$ cat config.mk
export PLATFORM = sky130hd
export DESIGN_NAME = ipv4_header_check_and_length_top
export DESIGN_NICKNAME = d
export VERILOG_FILES = /design/src/design/ipv4hc_pkg.sv /design/src/design/ipv4hc_in_reg.sv /design/src/design/ipv4hc_core.sv /design/src/design/ipv4hc_out_reg.sv /design/src/design/ipv4_header_check_and_length_top.sv
export SDC_FILE = /design/constraint.sdc
export NUM_CORES = 1
export LEC_CHECK = 0
export BUFFER_PORTS_ARGS = -buffer_cell sky130_fd_sc_hd__clkbuf_2
export CAP_MARGIN = 10
export CORE_MARGIN = 2
export CORE_UTILIZATION = 25
export DETAILED_ROUTE_END_ITERATION = 10
export GPL_TIMING_DRIVEN = 0
export PLACE_DENSITY_LB_ADDON = 0.12
export SLEW_MARGIN = 20
export SYNTH_ARGS = -nofsm -noshare
export SYNTH_HDL_FRONTEND = slang
export SYNTH_SLANG_ARGS = --single-unit
$ cat constraint.sdc
create_clock -name i_clk -period 17.45 [get_ports i_clk]
set_input_delay 0 -clock i_clk [delete_from_list [all_inputs] [get_ports i_clk]]
set_output_delay 0 -clock i_clk [all_outputs]
set_load 0.02 [all_outputs]
$ cat src/design/ipv4hc_pkg.sv
// ----------------------------------------------------------------------------
// IPv4 header check package
// Shared types, constants and the keepalive pattern for the header checker.
// ----------------------------------------------------------------------------
`default_nettype none

package ipv4hc_pkg;

    // Verdict codes as they appear on the status output.
    typedef enum logic [1:0] {
        ST_IPV4   = 2'd0,
        ST_PING   = 2'd1,
        ST_REJECT = 2'd2
    } t_status;

    // Version nibble values of the first header byte.
    localparam logic [3:0] VER_PING = 4'h0;
    localparam logic [3:0] VER_IPV4 = 4'h4;

    // Header lengths in bytes.
    localparam logic [5:0] PING_LEN       = 6'd20;
    localparam logic [5:0] IPV4_MIN_BYTES = 6'd20;

    // Byte positions of the checksum field.
    localparam logic [5:0] CSUM_HI_IDX = 6'd10;
    localparam logic [5:0] CSUM_LO_IDX = 6'd11;

    // Byte positions of the total length field.
    localparam logic [5:0] LEN_HI_IDX = 6'd2;
    localparam logic [5:0] LEN_LO_IDX = 6'd3;

    // One input word as it sits in the input register.
    typedef struct packed {
        logic [7:0] data_byte;
        logic       start_req;
    } t_in_word;

    // One result word handed to the output register.
    typedef struct packed {
        logic        valid;
        t_status     status;
        logic [15:0] total_length;
    } t_result;

    // Expected keepalive byte at a given position.
    function automatic logic [7:0] keepalive_byte(input logic [4:0] idx);
        logic [7:0] val;
        case (idx)
            5'd0:    val = 8'h00;
            5'd1:    val = 8'hf6;
            5'd2:    val = 8'h8a;
            5'd3:    val = 8'h8d;
            5'd4:    val = 8'h6c;
            5'd5:    val = 8'hed;
            5'd6:    val = 8'h5b;
            5'd7:    val = 8'h98;
            5'd8:    val = 8'ha0;
            5'd9:    val = 8'hb4;
            5'd10:   val = 8'hf2;
            5'd11:   val = 8'hd3;
            5'd12:   val = 8'h66;
            5'd13:   val = 8'h81;
            5'd14:   val = 8'h76;
            5'd15:   val = 8'h8f;
            5'd16:   val = 8'he5;
            5'd17:   val = 8'hb7;
            5'd18:   val = 8'h43;
            5'd19:   val = 8'h46;
            default: val = 8'h00;
        endcase
        return val;
    endfunction

endpackage

`default_nettype wire

$ cat src/design/ipv4hc_in_reg.sv
// ----------------------------------------------------------------------------
// IPv4 header check input register
// Captures one input word per cycle and holds it while the pipeline stalls.
// ----------------------------------------------------------------------------
`default_nettype none

module ipv4hc_in_reg (
    input  wire logic              i_clk,
    input  wire logic              i_rst_n,
    input  wire logic              i_valid,
    output logic                   o_ready,
    input  wire ipv4hc_pkg::t_in_word i_word,
    input  wire logic              i_advance,
    output logic                   o_valid,
    output ipv4hc_pkg::t_in_word   o_word
);

    logic                 r_valid;
    ipv4hc_pkg::t_in_word r_word;

    // The register takes a new word when it is empty or its word moves on.
    assign o_ready = !r_valid || i_advance;

    always_ff @(posedge i_clk) begin
        if (!i_rst_n) begin
            r_valid <= 1'b0;
        end else if (o_ready) begin
            r_valid <= i_valid;
        end
    end

    // Payload needs no reset.
    always_ff @(posedge i_clk) begin
        if (o_ready && i_valid) begin
            r_word <= i_word;
        end
    end

    assign o_valid = r_valid;
    assign o_word  = r_word;

endmodule

`default_nettype wire

$ cat src/design/ipv4hc_core.sv
// ----------------------------------------------------------------------------
// IPv4 header check core
// Holds the per-header state, checks one byte per cycle while i_fire is high and forms the verdict.
// ----------------------------------------------------------------------------
`default_nettype none

module ipv4hc_core (
    input  wire logic                 i_clk,
    input  wire logic                 i_rst_n,
    input  wire logic                 i_fire,
    input  wire ipv4hc_pkg::t_in_word i_word,
    output ipv4hc_pkg::t_result       o_result
);

    // Header state.
    logic [5:0]  r_byte_index;
    logic        r_active;
    logic        r_packet_kind;
    logic [5:0]  r_header_bytes;
    logic [15:0] r_sum_acc;
    logic [7:0]  r_high_byte_hold;
    logic [15:0] r_stored_checksum;
    logic [15:0] r_length_field;
    logic        r_pattern_match;

    logic [5:0]  n_byte_index;
    logic        n_active;
    logic        n_packet_kind;
    logic [5:0]  n_header_bytes;
    logic [15:0] n_sum_acc;
    logic [7:0]  n_high_byte_hold;
    logic [15:0] n_stored_checksum;
    logic [15:0] n_length_field;
    logic        n_pattern_match;

    logic [7:0]  b;
    logic        start;
    logic        eff_active;
    logic        reject_ver;
    logic        done;
    logic        csum_byte;
    logic [7:0]  sum_val;
    logic [16:0] wide_sum;
    logic [5:0]  last_idx;
    logic [5:0]  span;

    always_comb begin
        b     = i_word.data_byte;
        start = i_word.start_req;

        // A start clears the header state before this byte is used.
        eff_active        = start || r_active;
        n_byte_index      = start ? 6'd0 : r_byte_index;
        n_sum_acc         = start ? 16'd0 : r_sum_acc;
        n_high_byte_hold  = start ? 8'd0 : r_high_byte_hold;
        n_stored_checksum = start ? 16'd0 : r_stored_checksum;
        n_length_field    = start ? 16'd0 : r_length_field;
        n_pattern_match   = start ? 1'b1 : r_pattern_match;
        n_packet_kind     = r_packet_kind;
        n_header_bytes    = r_header_bytes;
        n_active          = r_active;
        reject_ver        = 1'b0;
        wide_sum          = 17'd0;

        // The first byte picks the header kind from its version nibble.
        if (n_byte_index == 6'd0) begin
            if (b[7:4] == ipv4hc_pkg::VER_PING) begin
                n_packet_kind  = 1'b1;
                n_header_bytes = 6'd0;
            end else if (b[7:4] == ipv4hc_pkg::VER_IPV4) begin
                n_packet_kind  = 1'b0;
                n_header_bytes = {b[3:0], 2'b00};
            end else begin
                reject_ver = 1'b1;
            end
        end

        // Keepalive: every byte must match the fixed pattern.
        if (n_byte_index < ipv4hc_pkg::PING_LEN) begin
            if (b != ipv4hc_pkg::keepalive_byte(n_byte_index[4:0])) begin
                if (n_packet_kind) begin
                    n_pattern_match = 1'b0;
                end
            end
        end

        // IPv4: capture the length and checksum fields.
        if (!n_packet_kind) begin
            if (n_byte_index == ipv4hc_pkg::LEN_HI_IDX) begin
                n_length_field[15:8] = b;
            end else if (n_byte_index == ipv4hc_pkg::LEN_LO_IDX) begin
                n_length_field[7:0] = b;
            end else if (n_byte_index == ipv4hc_pkg::CSUM_HI_IDX) begin
                n_stored_checksum[15:8] = b;
            end else if (n_byte_index == ipv4hc_pkg::CSUM_LO_IDX) begin
                n_stored_checksum[7:0] = b;
            end
        end

        // IPv4: ones' complement sum over the header words, checksum as zero.
        csum_byte = (n_byte_index == ipv4hc_pkg::CSUM_HI_IDX) ||
                    (n_byte_index == ipv4hc_pkg::CSUM_LO_IDX);
        sum_val   = csum_byte ? 8'd0 : b;
        if (!n_packet_kind && (n_byte_index < n_header_bytes)) begin
            if (!n_byte_index[0]) begin
                n_high_byte_hold = sum_val;
            end else begin
                wide_sum  = {1'b0, n_sum_acc} + {1'b0, n_high_byte_hold, sum_val};
                n_sum_acc = wide_sum[15:0] + {15'd0, wide_sum[16]};
            end
        end

        // Position of the verdict byte.
        span = (n_header_bytes > ipv4hc_pkg::IPV4_MIN_BYTES) ?
               n_header_bytes : ipv4hc_pkg::IPV4_MIN_BYTES;
        last_idx = n_packet_kind ? (ipv4hc_pkg::PING_LEN - 6'd1) : (span - 6'd1);
        done     = (n_byte_index >= last_idx);

        // Verdict.
        o_result.valid        = i_fire && eff_active && (reject_ver || done);
        o_result.status       = ipv4hc_pkg::ST_REJECT;
        o_result.total_length = 16'd0;
        if (!reject_ver) begin
            if (n_packet_kind) begin
                if (n_pattern_match) begin
                    o_result.status       = ipv4hc_pkg::ST_PING;
                    o_result.total_length = {10'd0, ipv4hc_pkg::PING_LEN};
                end
            end else if (~n_sum_acc == n_stored_checksum) begin
                o_result.status       = ipv4hc_pkg::ST_IPV4;
                o_result.total_length = n_length_field;
            end
        end

        // A verdict ends the header; otherwise move to the next byte.
        if (eff_active) begin
            if (reject_ver || done) begin
                n_active = 1'b0;
            end else begin
                n_active     = 1'b1;
                n_byte_index = n_byte_index + 6'd1;
            end
        end
    end

    always_ff @(posedge i_clk) begin
        if (!i_rst_n) begin
            r_byte_index      <= 6'd0;
            r_active          <= 1'b0;
            r_packet_kind     <= 1'b0;
            r_header_bytes    <= 6'd0;
            r_sum_acc         <= 16'd0;
            r_high_byte_hold  <= 8'd0;
            r_stored_checksum <= 16'd0;
            r_length_field    <= 16'd0;
            r_pattern_match   <= 1'b1;
        end else if (i_fire && eff_active) begin
            r_byte_index      <= n_byte_index;
            r_active          <= n_active;
            r_packet_kind     <= n_packet_kind;
            r_header_bytes    <= n_header_bytes;
            r_sum_acc         <= n_sum_acc;
            r_high_byte_hold  <= n_high_byte_hold;
            r_stored_checksum <= n_stored_checksum;
            r_length_field    <= n_length_field;
            r_pattern_match   <= n_pattern_match;
        end
    end

endmodule

`default_nettype wire

$ cat src/design/ipv4hc_out_reg.sv
// ----------------------------------------------------------------------------
// IPv4 header check output register
// Holds one verdict word until the receiver takes it.
// ----------------------------------------------------------------------------
`default_nettype none

module ipv4hc_out_reg (
    input  wire logic                i_clk,
    input  wire logic                i_rst_n,
    input  wire ipv4hc_pkg::t_result i_result,
    output logic                     o_load,
    output logic                     o_valid,
    input  wire logic                i_ready,
    output logic [1:0]               o_status,
    output logic [15:0]              o_total_length
);

    logic        r_valid;
    logic [1:0]  r_status;
    logic [15:0] r_total_length;

    // The register can be loaded when empty or being emptied this cycle.
    assign o_load = !r_valid || i_ready;

    always_ff @(posedge i_clk) begin
        if (!i_rst_n) begin
            r_valid <= 1'b0;
        end else if (o_load) begin
            r_valid <= i_result.valid;
        end
    end

    always_ff @(posedge i_clk) begin
        if (o_load && i_result.valid) begin
            r_status       <= i_result.status;
            r_total_length <= i_result.total_length;
        end
    end

    assign o_valid        = r_valid;
    assign o_status       = r_status;
    assign o_total_length = r_total_length;

endmodule

`default_nettype wire

$ cat src/design/ipv4_header_check_and_length_top.sv
// ----------------------------------------------------------------------------
// IPv4 header check and length, top level
// Checks IPv4 header checksums and keepalive headers byte by byte.
// ----------------------------------------------------------------------------
// Usage:
// Header bytes enter on the input channel (i_in_valid / o_in_ready), one word
// per byte, with i_start_req high on the first byte of each header. A word
// with the start flag clear while no header is open is dropped.
// One verdict word leaves on the output channel (o_out_valid / i_out_ready)
// per header: after the first byte for an unknown version, after byte 20 for
// a keepalive header, after byte max(IHL*4, 20) for IPv4. Status 0 gives the
// total length from bytes 2-3, status 1 gives 20, status 2 gives 0.
// The verdict byte waits in the input register, the core checks it
// combinationally, and its verdict is loaded into the output register, which
// drives o_out_valid. The core checks one byte per cycle, so while the
// receiver does not stall a new word is taken every cycle.
// When the receiver stalls, the output register holds its word and the input
// register holds one more; the input side then deasserts o_in_ready.
// Reset clears both registers and closes any open header.
// ----------------------------------------------------------------------------
`default_nettype none

module ipv4_header_check_and_length_top (
    input  wire logic        i_clk,
    input  wire logic        i_rst_n,
    input  wire logic        i_in_valid,
    output logic             o_in_ready,
    input  wire logic [7:0]  i_data_byte,
    input  wire logic        i_start_req,
    output logic             o_out_valid,
    input  wire logic        i_out_ready,
    output logic [1:0]       o_status,
    output logic [15:0]      o_total_length
);

    ipv4hc_pkg::t_in_word in_word;
    ipv4hc_pkg::t_in_word held_word;
    ipv4hc_pkg::t_result  result;
    logic                 held_valid;
    logic                 out_load;
    logic                 fire;

    assign in_word.data_byte = i_data_byte;
    assign in_word.start_req = i_start_req;

    // The held word is checked whenever the output register can take a result.
    assign fire = held_valid && out_load;

    ipv4hc_in_reg u_in_reg (
        .i_clk     (i_clk),
        .i_rst_n   (i_rst_n),
        .i_valid   (i_in_valid),
        .o_ready   (o_in_ready),
        .i_word    (in_word),
        .i_advance (out_load),
        .o_valid   (held_valid),
        .o_word    (held_word)
    );

    ipv4hc_core u_core (
        .i_clk    (i_clk),
        .i_rst_n  (i_rst_n),
        .i_fire   (fire),
        .i_word   (held_word),
        .o_result (result)
    );

    ipv4hc_out_reg u_out_reg (
        .i_clk          (i_clk),
        .i_rst_n        (i_rst_n),
        .i_result       (result),
        .o_load         (out_load),
        .o_valid        (o_out_valid),
        .i_ready        (i_out_ready),
        .o_status       (o_status),
        .o_total_length (o_total_length)
    );

endmodule

`default_nettype wire

==> impl_metrics.ini <==
[outcome]
status = complete, no violations

[sta]
finalCriticalPeriod_ps = 10230
clock_skew_ps = 8.62
hold_violations = 0
timing.fmax_mhz = 97.8
final.period_utilization_pct = 58.6
tightest_slew_ps = 1050
drv_slew = 0
rsz0062_at_grt = no
setup_tns_ps = 0
max_slew_margin_pct = 30.0
setup_violations = 0

[yosys]
synth_top_area_share_pct = 19.3
ys_seq_area_share_pct = 30.0
synthArstFlopShare_pct = 0
synth.avg_cell_area_um2 = 8.36
synth_cell_types = 82
synth_area_um2 = 7570
ys.flop_type = dfxtp_1
netlist_instances = 905
syn_nets = 953
ys_ff_latch = 100
synth_edf_count = 27
synth_area_leader_cell = dfxtp_1
synthTopCellsByArea = dfxtp_1, edfxtp_1, nor2b_1
ys_warn_count = 0

[final_layout]
nets = 1008
drive_above_1_share_pct = 9.64
fillers = 3139
layout_commonest_cell = nor2b_1
area_growth_pct = 14.3
fin_area_um2 = 8650
utilization_pct = 29.1
final_cell_mix = nor2b_1, nand2_1, dfxtp_1, a21oi_1, nor2_1

[critical_path]
path_common_cell = clkbuf_1
cp.required_ps = 17630
cp_num_buf_inv = 8
endpoint_kind = flop
max_stage_delay_ps = 680
arrival_ps = 10410
critPathTopFamily = buffers and inverters
crit_path_start_kind = flop
slowest_stage = clkbuf_1
path_max_fanout = 10
crit_type = flop to flop

[power]
ir_worst_vdd_v = 0.0000391
power_density_nw_per_um2 = 59.6
cellLeakagePower_nw = 3.13
p_total_uw = 516

[global_route]
grt_max_degree = 19
grt_usage_pct = 17.9
grt_pass1_vias = 6798
antenna_found_initial = 3
grt_overflow = 0
grt_pass1_wl_mm = 42.3

[die]
die-area_um2 = 31700
core-area_um2 = 29700
std_cell_rows = 63
fp.dieH_um = 178
dieWidth_um = 178
start_util_pct = 25.5
io_pins = 33

[clocking]
htreeDepth = 3
cts_tree = built
cts_made_buffers = 9
cts_resized = 0
postCtsSetupRepairBufs = 0
cts.reportedPaths.clkPinSlew_ps = 80
worstSkewPairLatency_ps = 360
hold_buffers = 11
cts_max_path_buffers = 2
cts_root_buffer = clkbuf_16
cts_sinks = 100

[job]
maxCapViolations = 0

[min_path]
hold_path.class = input port to flop

[drt]
drc = 0
routed_via_density = 5.20
wl_per_cell_um = 20.4
ant_nets = 0
vias = 7051
dr.pass1.iters = 5
routed_wl_mm = 27.7
drt-initial-drc-count = 604

[place]
dpl.hpwl_mm = 20.7
portBuffers = 31
place_area_um2 = 8230
place.gp.congestion = 0.850
[path summary, 6_finish.rpt]
check / slack [ps] / cells after the start / start / end
setup / recovery: 7220 / 30 / u_in_reg.o_word[0] / u_out_reg.o_total_length[10]
hold / removal: 220 / 2 / i_rst_n / u_core.r_stored_checksum[9]
setup reg to reg: 7220 / 30 / u_in_reg.o_word[0] / u_out_reg.o_total_length[10]
hold reg to reg: 470 / 2 / u_core.r_header_bytes[2] / u_core.r_header_bytes[2]
[registers in the layout, indices dropped and copies added, names as in the netlist, 2 cells and up]
| register | flops |
|---|---|
| u_out_reg.o_status | 2 |
| u_core.r_byte_index | 6 |
| u_core.r_length_field | 16 |
| u_core.r_stored_checksum | 16 |
| u_core.r_sum_acc | 16 |
| u_out_reg.o_total_length | 16 |
| u_core.r_high_byte_hold | 8 |
| u_in_reg.o_word | 9 |
| u_core.r_header_bytes | 6 |
[power breakdown]
| part | total, mW | internal (mW) | switching, mW | leakage (nW) |
|---|---|---|---|---|
| registers | 0.244 | 0.241 | 0.00276 | 0.874 |
| clock network | 0.217 | 0.114 | 0.103 | 0.151 |
| logic | 0.0552 | 0.0169 | 0.0383 | 2.10 |
[final cells by class]
cell class	instances	area [um^2]	share of cell area (%)
tap	390	488	5.64
multi-input combinational	723	4970	57.4
buffer	62	255	2.95
clock inverter	7	82.6	0.954
timing repair buffer	44	284	3.28
antenna	1	2.50	0.0289
sequential	100	2270	26.3
clock buffer	9	225	2.60
inverter	20	75.1	0.868
[logic make-up (layout without fill, tap and decap cells)]
family / Yosys count / in the layout / share of synthesized area, %
other: 0 / 1 / 0
buffers and inverters: 82 / 142 / 4.36
AO/OA/AOI/OAI: 270 / 270 / 25.0
adder cells (fa/ha/maj): 35 / 35 / 5.89
multiplexers: 16 / 16 / 2.23
flip-flops: 100 / 100 / 30.0
XOR/XNOR: 39 / 39 / 4.69
AND/OR/NAND/NOR: 363 / 363 / 27.8
[synthesized netlist by cell type, types with 9 or more instances]
master    number
clkbuf_1      51
o21ai_0       45
nor2_1        54
nand4_1       11
o211ai_1      11
and3_1        13
and2_1        25
mux2i_1       11
a21boi_0      11
nor4_1         9
ha_1          34
o211a_1       11
nor2b_1       84
nand2b_1      10
inv_1         20
nand3_1       17
a21o_1         9
a21oi_1       61
edfxtp_1      27
a22oi_1       42
xnor2_1       22
nor3b_1       22
dfxtp_1       73
xor2_1        16
nand2_1       74
[through the flow]
step,std cells,setup WS [ps],hold WS [ps]
after floorplan,905,10680,98.9
after global placement,1326,7210,182
after detailed placement,1328,7260,179
after CTS,1355,7230,212
after global routing,1355,6550,225
final,1356,7220,218
[per-layer routing]
layer,up-vias,global-route usage [%],wire (um)
li1,3449,-,-
met1,3376,24.5,13300
met2,190,27.9,12200
met3,36,4.09,1580
met4,0,5.09,603
met5,-,0,0
No activity file was read; power rests on OpenSTA's default activity.
